## src/rtl/core/pfse_pkg.sv

```systemverilog
package pfse_pkg;

  // Square geometry.
  localparam int SQUARE_SIDE  = 5;
  localparam int SQUARE_CELLS = SQUARE_SIDE * SQUARE_SIDE;
  localparam int ALPHABET     = 26;
  localparam int CELL_W       = $clog2(SQUARE_CELLS);
  localparam int CODE_W       = $clog2(ALPHABET);
  localparam int RC_W         = $clog2(SQUARE_SIDE);

  // Letter codes, A is zero.
  localparam logic [CODE_W-1:0] CODE_I = CODE_W'(8);
  localparam logic [CODE_W-1:0] CODE_J = CODE_W'(9);
  localparam logic [CODE_W-1:0] CODE_X = CODE_W'(23);
  localparam logic [CODE_W-1:0] CODE_Z = CODE_W'(25);
  localparam logic [5:0]        NO_LETTER = 6'd63;

  // ASCII constants.
  localparam logic [7:0] ASCII_UC_A = 8'h41;
  localparam logic [7:0] ASCII_UC_Z = 8'h5A;
  localparam logic [7:0] ASCII_LC_A = 8'h61;
  localparam logic [7:0] ASCII_LC_Z = 8'h7A;

  // Mode codes of an input item.
  localparam logic [1:0] MODE_KEY  = 2'd0;
  localparam logic [1:0] MODE_FILL = 2'd1;
  localparam logic [1:0] MODE_MSG  = 2'd2;

  // Position of a letter in the square.
  typedef struct packed {
    logic [RC_W-1:0] row;
    logic [RC_W-1:0] col;
  } pos_t;

  // Decoded input byte.
  typedef struct packed {
    logic              valid;
    logic [CODE_W-1:0] code;
  } letter_t;

  // Upper-cases a letter, folds J to I, and flags any non-letter.
  function automatic letter_t letter_decode(input logic [7:0] ch);
    letter_t res;
    res.valid = 1'b0;
    res.code  = '0;
    if (ch >= ASCII_UC_A && ch <= ASCII_UC_Z) begin
      res.valid = 1'b1;
      res.code  = CODE_W'(ch - ASCII_UC_A);
    end else if (ch >= ASCII_LC_A && ch <= ASCII_LC_Z) begin
      res.valid = 1'b1;
      res.code  = CODE_W'(ch - ASCII_LC_A);
    end
    if (res.code == CODE_J) begin
      res.code = CODE_I;
    end
    return res;
  endfunction

endpackage

```

## src/rtl/core/pfse_if.sv

```systemverilog
// Input channel: one keyword byte, fill command or message byte per item.
interface pfse_in_if;
  logic       valid;
  logic       ready;
  logic [1:0] mode;
  logic [7:0] in_char;
  logic       end_of_text;

  modport source (output valid, output mode, output in_char, output end_of_text,
                  input ready);
  modport sink   (input valid, input mode, input in_char, input end_of_text,
                  output ready);
endinterface

// Result channel: one cipher letter per item.
interface pfse_out_if;
  logic       valid;
  logic       ready;
  logic [6:0] cipher_letter;
  logic       last_of_run;
  logic       last_of_message;

  modport source (output valid, output cipher_letter, output last_of_run,
                  output last_of_message, input ready);
  modport sink   (input valid, input cipher_letter, input last_of_run,
                  input last_of_message, output ready);
endinterface

```

## src/rtl/core/pfse_cell_map.sv

```systemverilog
// Shared Playfair rule unit: maps one letter of a pair to the cell that
// replaces it, given the position of the letter and of its partner.
module pfse_cell_map (
  input  pfse_pkg::pos_t               own_pos,
  input  pfse_pkg::pos_t               other_pos,
  output logic [pfse_pkg::CELL_W-1:0]  tgt_cell
);
  import pfse_pkg::*;

  logic [RC_W-1:0] row_next;
  logic [RC_W-1:0] col_next;
  logic [RC_W-1:0] tgt_row;
  logic [RC_W-1:0] tgt_col;

  // Step right or down with wrap-around.
  assign row_next = (own_pos.row == RC_W'(SQUARE_SIDE - 1)) ? '0 : own_pos.row + 1'b1;
  assign col_next = (own_pos.col == RC_W'(SQUARE_SIDE - 1)) ? '0 : own_pos.col + 1'b1;

  // Same row, then same column, otherwise the rectangle corner.
  always_comb begin
    if (own_pos.row == other_pos.row) begin
      tgt_row = own_pos.row;
      tgt_col = col_next;
    end else if (own_pos.col == other_pos.col) begin
      tgt_row = row_next;
      tgt_col = own_pos.col;
    end else begin
      tgt_row = own_pos.row;
      tgt_col = other_pos.col;
    end
  end

  assign tgt_cell = CELL_W'(CELL_W'(tgt_row) * CELL_W'(SQUARE_SIDE)) + CELL_W'(tgt_col);

endmodule

```

## src/rtl/core/playfair_stream_encryptor_core.sv

```systemverilog
// Streaming Playfair encryptor. Keyword bytes (mode 0) build the 5x5 square;
// a fill command (mode 1) walks the alphabet once, and the block is not ready
// again until the walk is through. A message byte (mode 2) that does not
// complete a pair leaves the block ready for the next item. A byte that
// completes a pair, or closes a message with one letter left unpaired, starts
// the pair sequencer: two reads of the letter position table, two passes
// through the shared rule unit with a read of the square each, then the two
// cipher letters, one per cycle while the result side is ready. The single
// read ports of the position table and of the square make their reads take
// turns. The block takes no new item while it works on one or while its
// results wait to be taken. The square itself is not cleared at reset;
// encrypting before it is complete gives undefined letters.
module playfair_stream_encryptor_core (
  input  logic       clk,
  input  logic       rst_n,
  pfse_in_if.sink    in_ch,
  pfse_out_if.source out_ch
);
  import pfse_pkg::*;

  // Sequencer states.
  localparam logic [3:0] S_IDLE = 4'd0;
  localparam logic [3:0] S_FILL = 4'd1;
  localparam logic [3:0] S_PA   = 4'd2;
  localparam logic [3:0] S_PB   = 4'd3;
  localparam logic [3:0] S_E1   = 4'd4;
  localparam logic [3:0] S_E2   = 4'd5;
  localparam logic [3:0] S_LD2  = 4'd6;
  localparam logic [3:0] S_OUT1 = 4'd7;
  localparam logic [3:0] S_OUT2 = 4'd8;

  // Control state.
  logic [3:0]          state_r, state_nxt;
  logic [ALPHABET-1:0] seen_r, seen_nxt;
  logic [CELL_W-1:0]   fill_cnt_r, fill_cnt_nxt;
  logic [RC_W-1:0]     fill_row_r, fill_row_nxt;
  logic [RC_W-1:0]     fill_col_r, fill_col_nxt;
  logic [CODE_W-1:0]   walk_r, walk_nxt;
  logic [5:0]          prev_r, prev_nxt;
  logic [CODE_W-1:0]   held_r, held_nxt;
  logic                pending_r, pending_nxt;

  // Pair operands and results.
  logic [CODE_W-1:0]   a_r, a_nxt;
  logic [CODE_W-1:0]   b_r, b_nxt;
  logic                final_r, final_nxt;
  pos_t                pa_r, pb_r;
  logic [CODE_W-1:0]   let1_r, let2_r;

  // Tables.
  logic [CODE_W-1:0]   sq_mem [SQUARE_CELLS];
  pos_t                pos_mem [ALPHABET];
  logic [CODE_W-1:0]   sq_q;
  pos_t                pos_q;

  logic                in_hs;
  letter_t             lt;
  logic [CODE_W-1:0]   msg_code;
  logic                append_en;
  logic [CODE_W-1:0]   append_code;
  logic                sq_full;
  pos_t                pos_gated;
  pos_t                map_own;
  pos_t                map_other;
  logic [CELL_W-1:0]   map_cell;
  logic [CODE_W-1:0]   pos_rd_addr;

  assign in_hs    = in_ch.valid && in_ch.ready;
  assign lt       = letter_decode(in_ch.in_char);
  assign sq_full  = (fill_cnt_r == CELL_W'(SQUARE_CELLS));
  assign msg_code = (lt.valid && ({1'b0, lt.code} == prev_r)) ? CODE_X : lt.code;

  // Square append: from a keyword byte or from the alphabet walk.
  always_comb begin
    append_en   = 1'b0;
    append_code = '0;
    if (state_r == S_IDLE && in_hs && in_ch.mode == MODE_KEY && lt.valid &&
        !seen_r[lt.code]) begin
      append_en   = 1'b1;
      append_code = lt.code;
    end else if (state_r == S_FILL && walk_r != CODE_J && !seen_r[walk_r]) begin
      append_en   = 1'b1;
      append_code = walk_r;
    end
    if (sq_full) begin
      append_en = 1'b0;
    end
  end

  // A letter never placed reads as the top left cell.
  assign pos_gated = seen_r[(state_r == S_PB) ? a_r : b_r] ? pos_q : '0;

  // Operands of the shared rule unit: first letter, then second letter.
  assign map_own   = (state_r == S_E1) ? pa_r      : pb_r;
  assign map_other = (state_r == S_E1) ? pos_gated : pa_r;

  pfse_cell_map u_cell_map (
    .own_pos   (map_own),
    .other_pos (map_other),
    .tgt_cell  (map_cell)
  );

  // Next-state logic of the sequencer and the message state.
  always_comb begin
    state_nxt    = state_r;
    seen_nxt     = seen_r;
    fill_cnt_nxt = fill_cnt_r;
    fill_row_nxt = fill_row_r;
    fill_col_nxt = fill_col_r;
    walk_nxt     = walk_r;
    prev_nxt     = prev_r;
    held_nxt     = held_r;
    pending_nxt  = pending_r;
    a_nxt        = a_r;
    b_nxt        = b_r;
    final_nxt    = final_r;

    if (append_en) begin
      seen_nxt[append_code] = 1'b1;
      fill_cnt_nxt          = fill_cnt_r + 1'b1;
      if (fill_col_r == RC_W'(SQUARE_SIDE - 1)) begin
        fill_col_nxt = '0;
        fill_row_nxt = fill_row_r + 1'b1;
      end else begin
        fill_col_nxt = fill_col_r + 1'b1;
      end
    end

    case (state_r)
      S_IDLE: begin
        if (in_hs && in_ch.mode == MODE_FILL) begin
          walk_nxt  = '0;
          state_nxt = S_FILL;
        end else if (in_hs && in_ch.mode == MODE_MSG) begin
          // A pair closes on a second letter, or on the end with one letter unpaired.
          if (lt.valid && pending_r) begin
            a_nxt     = held_r;
            b_nxt     = msg_code;
            final_nxt = in_ch.end_of_text;
            state_nxt = S_PA;
          end else if (in_ch.end_of_text && (pending_r || lt.valid)) begin
            a_nxt     = pending_r ? held_r : msg_code;
            b_nxt     = CODE_X;
            final_nxt = 1'b1;
            state_nxt = S_PA;
          end
          if (lt.valid) begin
            prev_nxt = {1'b0, msg_code};
            if (pending_r) begin
              pending_nxt = 1'b0;
            end else begin
              held_nxt    = msg_code;
              pending_nxt = 1'b1;
            end
          end
          if (in_ch.end_of_text) begin
            pending_nxt = 1'b0;
            held_nxt    = '0;
            prev_nxt    = NO_LETTER;
          end
        end
      end
      S_FILL: begin
        walk_nxt = walk_r + 1'b1;
        if (walk_r == CODE_Z) begin
          state_nxt = S_IDLE;
        end
      end
      S_PA:   state_nxt = S_PB;
      S_PB:   state_nxt = S_E1;
      S_E1:   state_nxt = S_E2;
      S_E2:   state_nxt = S_LD2;
      S_LD2:  state_nxt = S_OUT1;
      S_OUT1: begin
        if (out_ch.ready) begin
          state_nxt = S_OUT2;
        end
      end
      S_OUT2: begin
        if (out_ch.ready) begin
          state_nxt = S_IDLE;
        end
      end
      default: state_nxt = S_IDLE;
    endcase
  end

  // Control registers.
  always_ff @(posedge clk) begin
    if (!rst_n) begin
      state_r    <= S_IDLE;
      seen_r     <= '0;
      fill_cnt_r <= '0;
      fill_row_r <= '0;
      fill_col_r <= '0;
      walk_r     <= '0;
      prev_r     <= NO_LETTER;
      held_r     <= '0;
      pending_r  <= 1'b0;
    end else begin
      state_r    <= state_nxt;
      seen_r     <= seen_nxt;
      fill_cnt_r <= fill_cnt_nxt;
      fill_row_r <= fill_row_nxt;
      fill_col_r <= fill_col_nxt;
      walk_r     <= walk_nxt;
      prev_r     <= prev_nxt;
      held_r     <= held_nxt;
      pending_r  <= pending_nxt;
    end
  end

  // Pair payload registers.
  always_ff @(posedge clk) begin
    a_r     <= a_nxt;
    b_r     <= b_nxt;
    final_r <= final_nxt;
    if (state_r == S_PB) begin
      pa_r <= pos_gated;
    end
    if (state_r == S_E1) begin
      pb_r <= pos_gated;
    end
    if (state_r == S_E2) begin
      let1_r <= sq_q;
    end
    if (state_r == S_LD2) begin
      let2_r <= sq_q;
    end
  end

  // Key square: written in fill order, read at the cell the rule unit picks.
  always_ff @(posedge clk) begin
    if (append_en) begin
      sq_mem[fill_cnt_r] <= append_code;
    end
    if (state_r == S_E1 || state_r == S_E2) begin
      sq_q <= sq_mem[map_cell];
    end
  end

  // Position table: row and column of each placed letter.
  assign pos_rd_addr = (state_r == S_PA) ? a_r : b_r;

  always_ff @(posedge clk) begin
    if (append_en) begin
      pos_mem[append_code] <= '{row: fill_row_r, col: fill_col_r};
    end
    if (state_r == S_PA || state_r == S_PB) begin
      pos_q <= pos_mem[pos_rd_addr];
    end
  end

  // Channel outputs.
  assign in_ch.ready            = (state_r == S_IDLE);
  assign out_ch.valid           = (state_r == S_OUT1) || (state_r == S_OUT2);
  assign out_ch.cipher_letter   = ASCII_UC_A[6:0] +
                                  {2'b00, (state_r == S_OUT2) ? let2_r : let1_r};
  assign out_ch.last_of_run     = (state_r == S_OUT2);
  assign out_ch.last_of_message = (state_r == S_OUT2) && final_r;

endmodule

```

## src/flat_wrapper.sv

```systemverilog
// flat-port wrapper written by rule: the top's interface ports become plain ports
module playfair_stream_encryptor_core_flat import pfse_pkg::*;
  (clk, rst_n, in_ch_valid, in_ch_mode, in_ch_in_char, in_ch_end_of_text, in_ch_ready, out_ch_valid, out_ch_cipher_letter, out_ch_last_of_run, out_ch_last_of_message, out_ch_ready);
  pfse_in_if in_ch_i ();
  pfse_out_if out_ch_i ();
  input  logic clk;
  input  logic rst_n;
  input wire logic [$bits(in_ch_i.valid)-1:0] in_ch_valid;
  input wire logic [$bits(in_ch_i.mode)-1:0] in_ch_mode;
  input wire logic [$bits(in_ch_i.in_char)-1:0] in_ch_in_char;
  input wire logic [$bits(in_ch_i.end_of_text)-1:0] in_ch_end_of_text;
  output wire logic [$bits(in_ch_i.ready)-1:0] in_ch_ready;
  output wire logic [$bits(out_ch_i.valid)-1:0] out_ch_valid;
  output wire logic [$bits(out_ch_i.cipher_letter)-1:0] out_ch_cipher_letter;
  output wire logic [$bits(out_ch_i.last_of_run)-1:0] out_ch_last_of_run;
  output wire logic [$bits(out_ch_i.last_of_message)-1:0] out_ch_last_of_message;
  input wire logic [$bits(out_ch_i.ready)-1:0] out_ch_ready;
  assign in_ch_i.valid = in_ch_valid;
  assign in_ch_i.mode = in_ch_mode;
  assign in_ch_i.in_char = in_ch_in_char;
  assign in_ch_i.end_of_text = in_ch_end_of_text;
  assign in_ch_ready = in_ch_i.ready;
  assign out_ch_valid = out_ch_i.valid;
  assign out_ch_cipher_letter = out_ch_i.cipher_letter;
  assign out_ch_last_of_run = out_ch_i.last_of_run;
  assign out_ch_last_of_message = out_ch_i.last_of_message;
  assign out_ch_i.ready = out_ch_ready;
  playfair_stream_encryptor_core u_core (.clk(clk), .rst_n(rst_n), .in_ch(in_ch_i), .out_ch(out_ch_i));
endmodule
```

## config.mk

```make
export PLATFORM = sky130hd
export DESIGN_NAME = playfair_stream_encryptor_core_flat
export DESIGN_NICKNAME = d
export VERILOG_FILES = /design/src/rtl/core/pfse_pkg.sv /design/src/rtl/core/pfse_if.sv /design/src/rtl/core/pfse_cell_map.sv /design/src/rtl/core/playfair_stream_encryptor_core.sv /design/src/flat_wrapper.sv
export SDC_FILE = /design/constraint.sdc
export NUM_CORES = 1
export LEC_CHECK = 0
export BUFFER_PORTS_ARGS = -buffer_cell sky130_fd_sc_hd__buf_4
export CAP_MARGIN = 0
export CORE_MARGIN = 10
export CORE_UTILIZATION = 57
export CTS_CLUSTER_DIAMETER = 80
export CTS_CLUSTER_SIZE = 12
export DETAILED_ROUTE_END_ITERATION = 12
export PLACE_DENSITY = 0.8
export SLEW_MARGIN = 5
export SYNTH_ARGS = -nofsm -noshare
export SYNTH_HDL_FRONTEND = slang
export SYNTH_SLANG_ARGS = --single-unit
```

## constraint.sdc

```tcl
create_clock -name clk -period 5.15 [get_ports clk]
set_clock_uncertainty 0.05 [all_clocks]
set_input_delay 1.2875 -clock clk [delete_from_list [all_inputs] [get_ports clk]]
set_output_delay 1.2875 -clock clk [all_outputs]
set_load 0.02 [all_outputs]
```

== Word level (Yosys, flattened, before mapping) ==
Memories as Yosys holds them, arrays and structs flattened. A register that Yosys moved wholly into a read port is not among the register bits.
Cells that the tools add are included.

* Output and inout bits: 11
* Memories: 2
* Memory bits (writable): 281
* Register bits after elaboration: 91
* Input bits: 15
* Logic and storage cells: 156

* Equal/unequal tests: 26
* Mux-type cells: 56
* Add/sub/neg operators: 10
* Bitwise logic cells: 2
* Reduce and logical (&&, ||, !) cells: 32
* Order comparisons: 9
* Multiply operators: 1

{| class="wikitable"
|+ Memory list
! name !! depth !! bits a word !! read ports !! clocked after Yosys merged registers in !! write ports !! line !! text
|-
| u_core.pos_mem || 26 || 6 || 1 || 1 || 1 || playfair_stream_encryptor_core.sv:52 || <nowiki>pos_t pos_mem [ALPHABET];</nowiki>
|-
| u_core.sq_mem || 25 || 5 || 1 || 1 || 1 || playfair_stream_encryptor_core.sv:51 || <nowiki>logic [CODE_W-1:0] sq_mem [SQUARE_CELLS];</nowiki>
|}

{| class="wikitable"
|+ Operators by type and width
! operator !! count
|-
| two-way mux 5 bit || 15
|-
| two-way mux 6 bit || 7
|-
| case mux 4 bit (9 select lines) || 1
|-
| two-way mux 4 bit || 7
|-
| OR 26 bit || 1
|-
| < comparator 5 x 6 -> 1 bit (second input constant) || 4
|-
| two-way mux 3 bit || 7
|-
| == test 4 x 3 -> 1 bit (second input constant) || 4
|-
| greater-or-equal comparator 8 x 7 -> 1 bit (second input constant) || 2
|-
| <= comparator 8 x 7 -> 1 bit (second input constant) || 2
|-
| logical AND 1 bit || 16
|-
| binary-select mux 1 bit (select 5 bit) || 3
|-
| two-way mux 1 bit || 14
|-
| adder 3 x 1 -> 3 bit (second input constant) || 4
|-
| adder 5 x 1 -> 5 bit (second input constant) || 2
|-
| == test 5 bit (second input constant) || 2
|-
| case mux 5 bit (2 select lines) || 1
|-
| subtractor 5 x 1 -> 5 bit (second input constant) || 2
|-
| == test 3 bit (second input constant) || 3
|-
| == test 4 x 2 -> 1 bit (second input constant) || 2
|-
| AND reduction 4 bit || 2
|-
| adder 7 x 5 -> 7 bit (first input constant) || 1
|-
| == test 3 bit || 2
|-
| == test 5 x 6 -> 1 bit || 1
|-
| other kinds (22) || 31
|}

== Longest topological paths before layout ==
* Depth in word-level cells: 16
* Depth in mapped cells: 26
* Depth with buffers taken out: 23

== Modules after synthesis ==
Synthesis repeated with hierarchy kept, for this count alone.

* Cell total of the unflattened synthesis: 1,132
* Area, all modules: 17,229.0 um^2

{| class="wikitable"
|+ By module, submodules not included
! module !! sequential area each (um^2) !! area each (um^2) !! cells each !! times used
|-
| playfair_stream_encryptor_core || 10,920.5 || 16,746.1 || 1,077 || 1
|-
| pfse_cell_map || 0.0 || 483.0 || 55 || 1
|}

== Worst setup path after synthesis ==
OpenSTA, ideal clock, no wires.

* Path kind: reg-to-reg
* Start: register u_core.a_r[0]
* End: register u_core.sq_q[0], read port of u_core.sq_mem, data pin
* Cell stages (with the launch flop): 22
* Period minus slack after synthesis: 5.349 ns
* Data arrival time: 5.150 ns
* Library setup time: 0.149 ns
* Buffers on the path: 3
* Slack: -0.199 ns
* Data required time: 4.951 ns
* Cells stage by stage: edfxtp_1 -> buf_2 -> mux2_2 -> a2111oi_0 -> nor2_1 -> o31ai_1 -> o31ai_1 -> o211ai_1 -> or2_2 -> clkbuf_1 -> o21ai_0 -> ha_1 -> ha_1 -> ha_1 -> a21o_1 -> a21oi_1 -> xnor2_1 -> or4_1 -> nand4_1 -> buf_4 -> mux2_1 -> mux2i_1

* Longest elaborated chain between the ends: 10
* Elaborated cells between the ends (all ways): 13
* Classes of those cells: add/sub: 1; mul: 1; eq/ne: 2; mux: 9

{| class="wikitable"
|+ Ends and longest elaborated chain
! item !! line !! text
|-
| from (decl) || playfair_stream_encryptor_core.sv:44 || <nowiki>logic [CODE_W-1:0] a_r, a_nxt;</nowiki>
|-
| from (signal assigned) || playfair_stream_encryptor_core.sv:215 || <nowiki>a_r <= a_nxt;</nowiki>
|-
| two-way mux 5 bit * || playfair_stream_encryptor_core.sv:91 || <nowiki>assign pos_gated = seen_r[(state_r == S_PB) ? a_r : b_r] ? pos_q : '0;</nowiki>
|-
| binary-select mux 1 bit (select 5 bit) * || playfair_stream_encryptor_core.sv:91 ||
|-
| two-way mux 1 bit * || playfair_stream_encryptor_core.sv:91 ||
|-
| two-way mux 6 bit * || playfair_stream_encryptor_core.sv:91 ||
|-
| two-way mux 6 bit * || playfair_stream_encryptor_core.sv:95 || <nowiki>assign map_other = (state_r == S_E1) ? pos_gated : pa_r;</nowiki>
|-
| == test 3 bit || pfse_cell_map.sv:24 || <nowiki>end else if (own_pos.col == other_pos.col) begin</nowiki>
|-
| two-way mux 3 bit || pfse_cell_map.sv:24 ||
|-
| two-way mux 3 bit || pfse_cell_map.sv:21 || <nowiki>if (own_pos.row == other_pos.row) begin</nowiki>
|-
| multiplier 3 x 3 -> 5 bit || pfse_cell_map.sv:33 || <nowiki>assign tgt_cell = CELL_W'(CELL_W'(tgt_row) * CELL_W'(SQUARE_SIDE)) + CELL_W'(tgt_col);</nowiki>
|-
| adder 5 x 3 -> 5 bit * || pfse_cell_map.sv:33 ||
|-
| to (decl) || playfair_stream_encryptor_core.sv:53 || <nowiki>logic [CODE_W-1:0] sq_q;</nowiki>
|}

Mark *: on every way between the ends. The rest lies on a longest branch, timed or not. The select of a mux whose other input is x is not followed.
A chain may end at the register's enable or synchronous reset.

== Final worst setup path ==
* Start: register u_core.state_r[2]
* End: register u_core.sq_q[4], read port of u_core.sq_mem, data pin

* Longest elaborated chain between the ends: 11
* Elaborated cells between the ends (all ways): 24
* Classes of those cells: add/sub: 3; mul: 1; eq/ne: 7; mux: 12; reduce/logical: 1

{| class="wikitable"
|+ Ends and longest elaborated chain
! item !! line !! text
|-
| from (decl) || playfair_stream_encryptor_core.sv:33 || <nowiki>logic [3:0] state_r, state_nxt;</nowiki>
|-
| from (signal assigned) || playfair_stream_encryptor_core.sv:201 || <nowiki>state_r <= state_nxt;</nowiki>
|-
| == test 4 x 2 -> 1 bit || playfair_stream_encryptor_core.sv:91 ||
|-
| two-way mux 5 bit || playfair_stream_encryptor_core.sv:91 ||
|-
| binary-select mux 1 bit (select 5 bit) || playfair_stream_encryptor_core.sv:91 ||
|-
| two-way mux 1 bit || playfair_stream_encryptor_core.sv:91 ||
|-
| two-way mux 6 bit || playfair_stream_encryptor_core.sv:91 ||
|-
| two-way mux 6 bit || playfair_stream_encryptor_core.sv:95 ||
|-
| == test 3 bit || pfse_cell_map.sv:24 ||
|-
| two-way mux 3 bit || pfse_cell_map.sv:24 ||
|-
| two-way mux 3 bit || pfse_cell_map.sv:21 ||
|-
| multiplier 3 x 3 -> 5 bit || pfse_cell_map.sv:33 ||
|-
| adder 5 x 3 -> 5 bit || pfse_cell_map.sv:33 ||
|}

Parallel ways exist; a longest one is shown, timed or not. The select of a mux whose other input is x is not followed.

==> summary.md <==
| Metric | Value |
|---|---|
| Outcome | finished, violations left |
| Violated checks | setup timing |
| Min-Delay Path Class | reg -> reg |
| Top cell type's share of synthesized area | a little under three fifths |
| Top-count cell post-synth | edfxtp_1 |
| Multiplexer area fraction after synthesis | about 16% |
| Nets@finish | 1,422 |
| Slew @ Worst Pin | 1160 ps |
| Boundary pin count | 26 |
| Worst setup path startpoint | u_core.state_r[2] |
| Post-synthesis to final-layout area growth | 16.8% |
| Fraction of the mapped netlist area in compound gates | between 7 and 8% |
| Final period util | 107% |
| Post-Syn Area | 17,500 µm² |
| Post-detailed-route DRC marker count | 0 |
| Final setup violation count | 5 |
| Routed vias | 11,000 |
| List of most frequent post-synthesis cells | 325 x edfxtp_1, 122 x nor2_1, 83 x nand2_1 |
| Sequential area share after synthesis | 62.3% |
| Yosys reg bits | approximately 380 |
| Clock-pin slew on the worst setup and hold paths | about 60 ps |
| Core footprint | 30,500 µm² |
| Relative slew slack | 21.3% |
| Maximum number of pins on one net before global-route repair | 43 |
| Fraction of layout instances using a drive strength above 1 | 27.8% |
| Reg2Reg Launch Point | u_core.state_r[2] |
| Placement Cell Area | between 15,000 and 20,000 µm² |
| Dominant combinational cell family by area after synthesis | multiplexers |
| Highest clock rate | roughly 180 MHz |
| Hold slack | approximately 400 ps |
| Unrepaired setup endpoints after global routing | yes |
| Biggest area consumer among synthesized cells | edfxtp_1 |
| Post-synth cell types | 86 |
| Final worst-path setup slack | -338 ps |
| Count of input and output buffers | 24 |
| Setup slack, reg-to-reg | -340 ps |
| Die footprint | 38,200 µm² |
| Number of nets in the synthesized netlist | 1,261 |
| CP Buf/Inv Count | 3 |
| Placed wire-length estimate | around 28,000 µm |
| RD Place Congestion | 0.954 |
| Cell area after layout | 20,500 µm² |
| Violation count after the first detailed-route iteration | about 1,200 |
| Top FF cell, synth | edfxtp_1 |
| TritonCTS clock tree | built |
| Pre-Repair DR Iteration Count | 6 |
| Number of vias per cell | 6.09 |
| Number of warning messages in the yosys log | 0 |
| Number of antenna violations at the first check in global routing | 1 |
| Slowest cell on crit path | o31a_1 |
| Arr. time, crit path | 5810 ps |
| Clock network latency to the later pin of the worst-skew pair | 540 ps |
| Highest net fanout along the worst path | 6 |
| Required time of the worst setup path | between 5000 and 6000 ps |
| Effective utilization at floorplan | 57.5% |
| Vias in the first global route | 11,000 |
| Element type at the critical path end | flip-flop |
| Fin. Hold Viols | 0 |
| Number of pins with negative max-slew slack in the final report | 0 |
| Sink count of the clock tree | about 380 |
| Hold_buf cts | 0 |
| Maximum level of the CTS H-tree | 2 |
| Leakage power summed over all cells | between 7 and 8 nW |
| Placement Rows | 64 |
| Worst Setup Start Kind | flip-flop |
| Worst setup path class | reg -> reg |
| Share of flip-flops with an asynchronous set or reset | 0% |
| Worst IR Drop VDD | about 280 µV |
| Source of the worst hold timing path | u_core.prev_r[5] |
| Root buffer selected by CTS | clkbuf_16 |
| Final standard cell utilization of the core | between 60 and 70% |
| Post-detailed-route count of antenna-violating nets | 0 |
| First-pass GRT wire length | roughly 62,000 µm |
| Post-synthesis cell count | 1,220 |
| Biggest cell delay along the critical path | about 390 ps |
| Count of flip-flops with a built-in enable after synthesis | 325 |
| Overall global routing resource usage | between 20% and 30% |
| Post-synthesis adder-cell area fraction | 1.90% |
| Clock period minus final worst setup slack | 5490 ps |
| Pwr Density | 361 nW/µm² |
| Post-Syn Area per Cell | 14.4 µm² |
| GR Overflow Total | 0 |
| Die boundary height | 195 µm |
| Parity-gate share of the synthesized area counting xor and xnor cells | 0.949% |
| Post-synthesis simple-gate area fraction | 8.93% |
| Maximum root-to-sink buffer count | 3 |
| Worst Setup Slack post-DPL | -243 ps |
| Category of cells accounting for the largest share of critical-path delay | simple AND/OR/NAND/NOR gates |
| Number of violations of the max-capacitance limit | 0 |
| Detailed-route wire length | between 40,000 and 50,000 µm |
| Routed wirelength normalized by instance count | 22.2 µm |
| Top area cells in the synthesized netlist | edfxtp_1 56%, mux4_2 10%, dfxtp_1 6.6% |
| Clock buffers created by TritonCTS | 37 |
| Chip Width | 195 µm |
[cells by family after synthesis]
family / count (synthesis)
XOR/XNOR: 19
adder cells (fa/ha/maj): 26
buffers and inverters: 101
other: 1
AO/OA/AOI/OAI: 188
flip-flops: 383
multiplexers: 174
AND/OR/NAND/NOR: 328
[sequential cells by signal, summed over array words and instances (netlist names), 6 cells and up]
register / cells
u_core.pos_mem: 156
u_core.sq_mem: 125
u_core.seen_r: 26
u_core.pa_r: 6
u_core.pb_r: 6
u_core.pos_q: 6
u_core.prev_r: 6
[final timing paths]
| kind | to | depth (start not counted) |
|---|---|---|
| worst max-delay path | u_core.sq_q[4] | 25 |
| worst min-delay path | u_core.prev_r[5] | 2 |
| worst max register to register | u_core.sq_q[4] | 25 |
| worst min register to register | u_core.prev_r[5] | 2 |
[routing by layer]
layer	vias up	GRT usage, %	wire, µm
met2	421	34.7	20200
li1	5025	-	-
met3	81	3.27	2280
met5	-	0	0
met4	0	7.13	1160
met1	5479	26.5	16600
[worst reg2reg max path, delay by kind of cell (launching register included)]
family	cells	cell delay (ps)
AO/OA/AOI/OAI	6	1160
XOR/XNOR	1	190
adder cells (fa/ha/maj)	3	830
buffers and inverters	3	590
flip-flops	1	320
multiplexers	4	970
AND/OR/NAND/NOR	8	1250
[timing repair]
| action | in CTS | in global routing |
|---|---|---|
| hold endpoints to repair | 0 | 0 |
| setup buffers | 17 | 5 |
| endpoints found under the setup margin | 5 | 5 |
| resized for setup | 13 | 17 |
| gates cloned | 1 | 1 |
| pin swaps | 19 | 13 |
[placed cells by master, fill, tap and decap left out, types with 11 or more instances in the layout]
| master | n |
|---|---|
| mux2_2 | 24 |
| o211ai_1 | 12 |
| buf_4 | 175 |
| dfxtp_1 | 56 |
| xnor2_1 | 11 |
| clkbuf_1 | 28 |
| a22o_1 | 12 |
| nor2_1 | 120 |
| and2_1 | 11 |
| mux2i_1 | 61 |
| mux4_2 | 78 |
| a21oi_1 | 48 |
| nor3_1 | 12 |
| clkbuf_16 | 38 |
| nand2_1 | 81 |
| o21ai_0 | 24 |
| edfxtp_1 | 325 |
| inv_1 | 37 |
| nand3_1 | 18 |
| nand2b_1 | 14 |
| ha_1 | 22 |
[where the power goes]
| part | switching [W] | total, W | internal, W |
|---|---|---|---|
| sequential | 0.0000783 | 0.00352 | 0.00344 |
| combinational | 0.000731 | 0.00138 | 0.000651 |
| clock | 0.00112 | 0.00249 | 0.00137 |
[cell type report]
class,count,area (µm²)
antenna,1,2.50
clock buffer,65,1030
clock inverter,3,68.8
fill,2022,10000
inverter,42,161
multi-input combinational,736,6390
sequential,383,10900
tap,396,495
timing repair buffer,180,1410
timing repair inverter,1,5.00
[through the flow]
step	std cells	TNS, ps	power (W)
after floorplan	1220	0	0.00445
final	1807	-1530	0.00740
after global placement	1716	-70.4	0.00483
after detailed placement	1716	-1130	0.00487
after global routing	1807	-2520	0.00766
after CTS	1801	-816	0.00740
No activity file was read; power rests on OpenSTA's default activity.
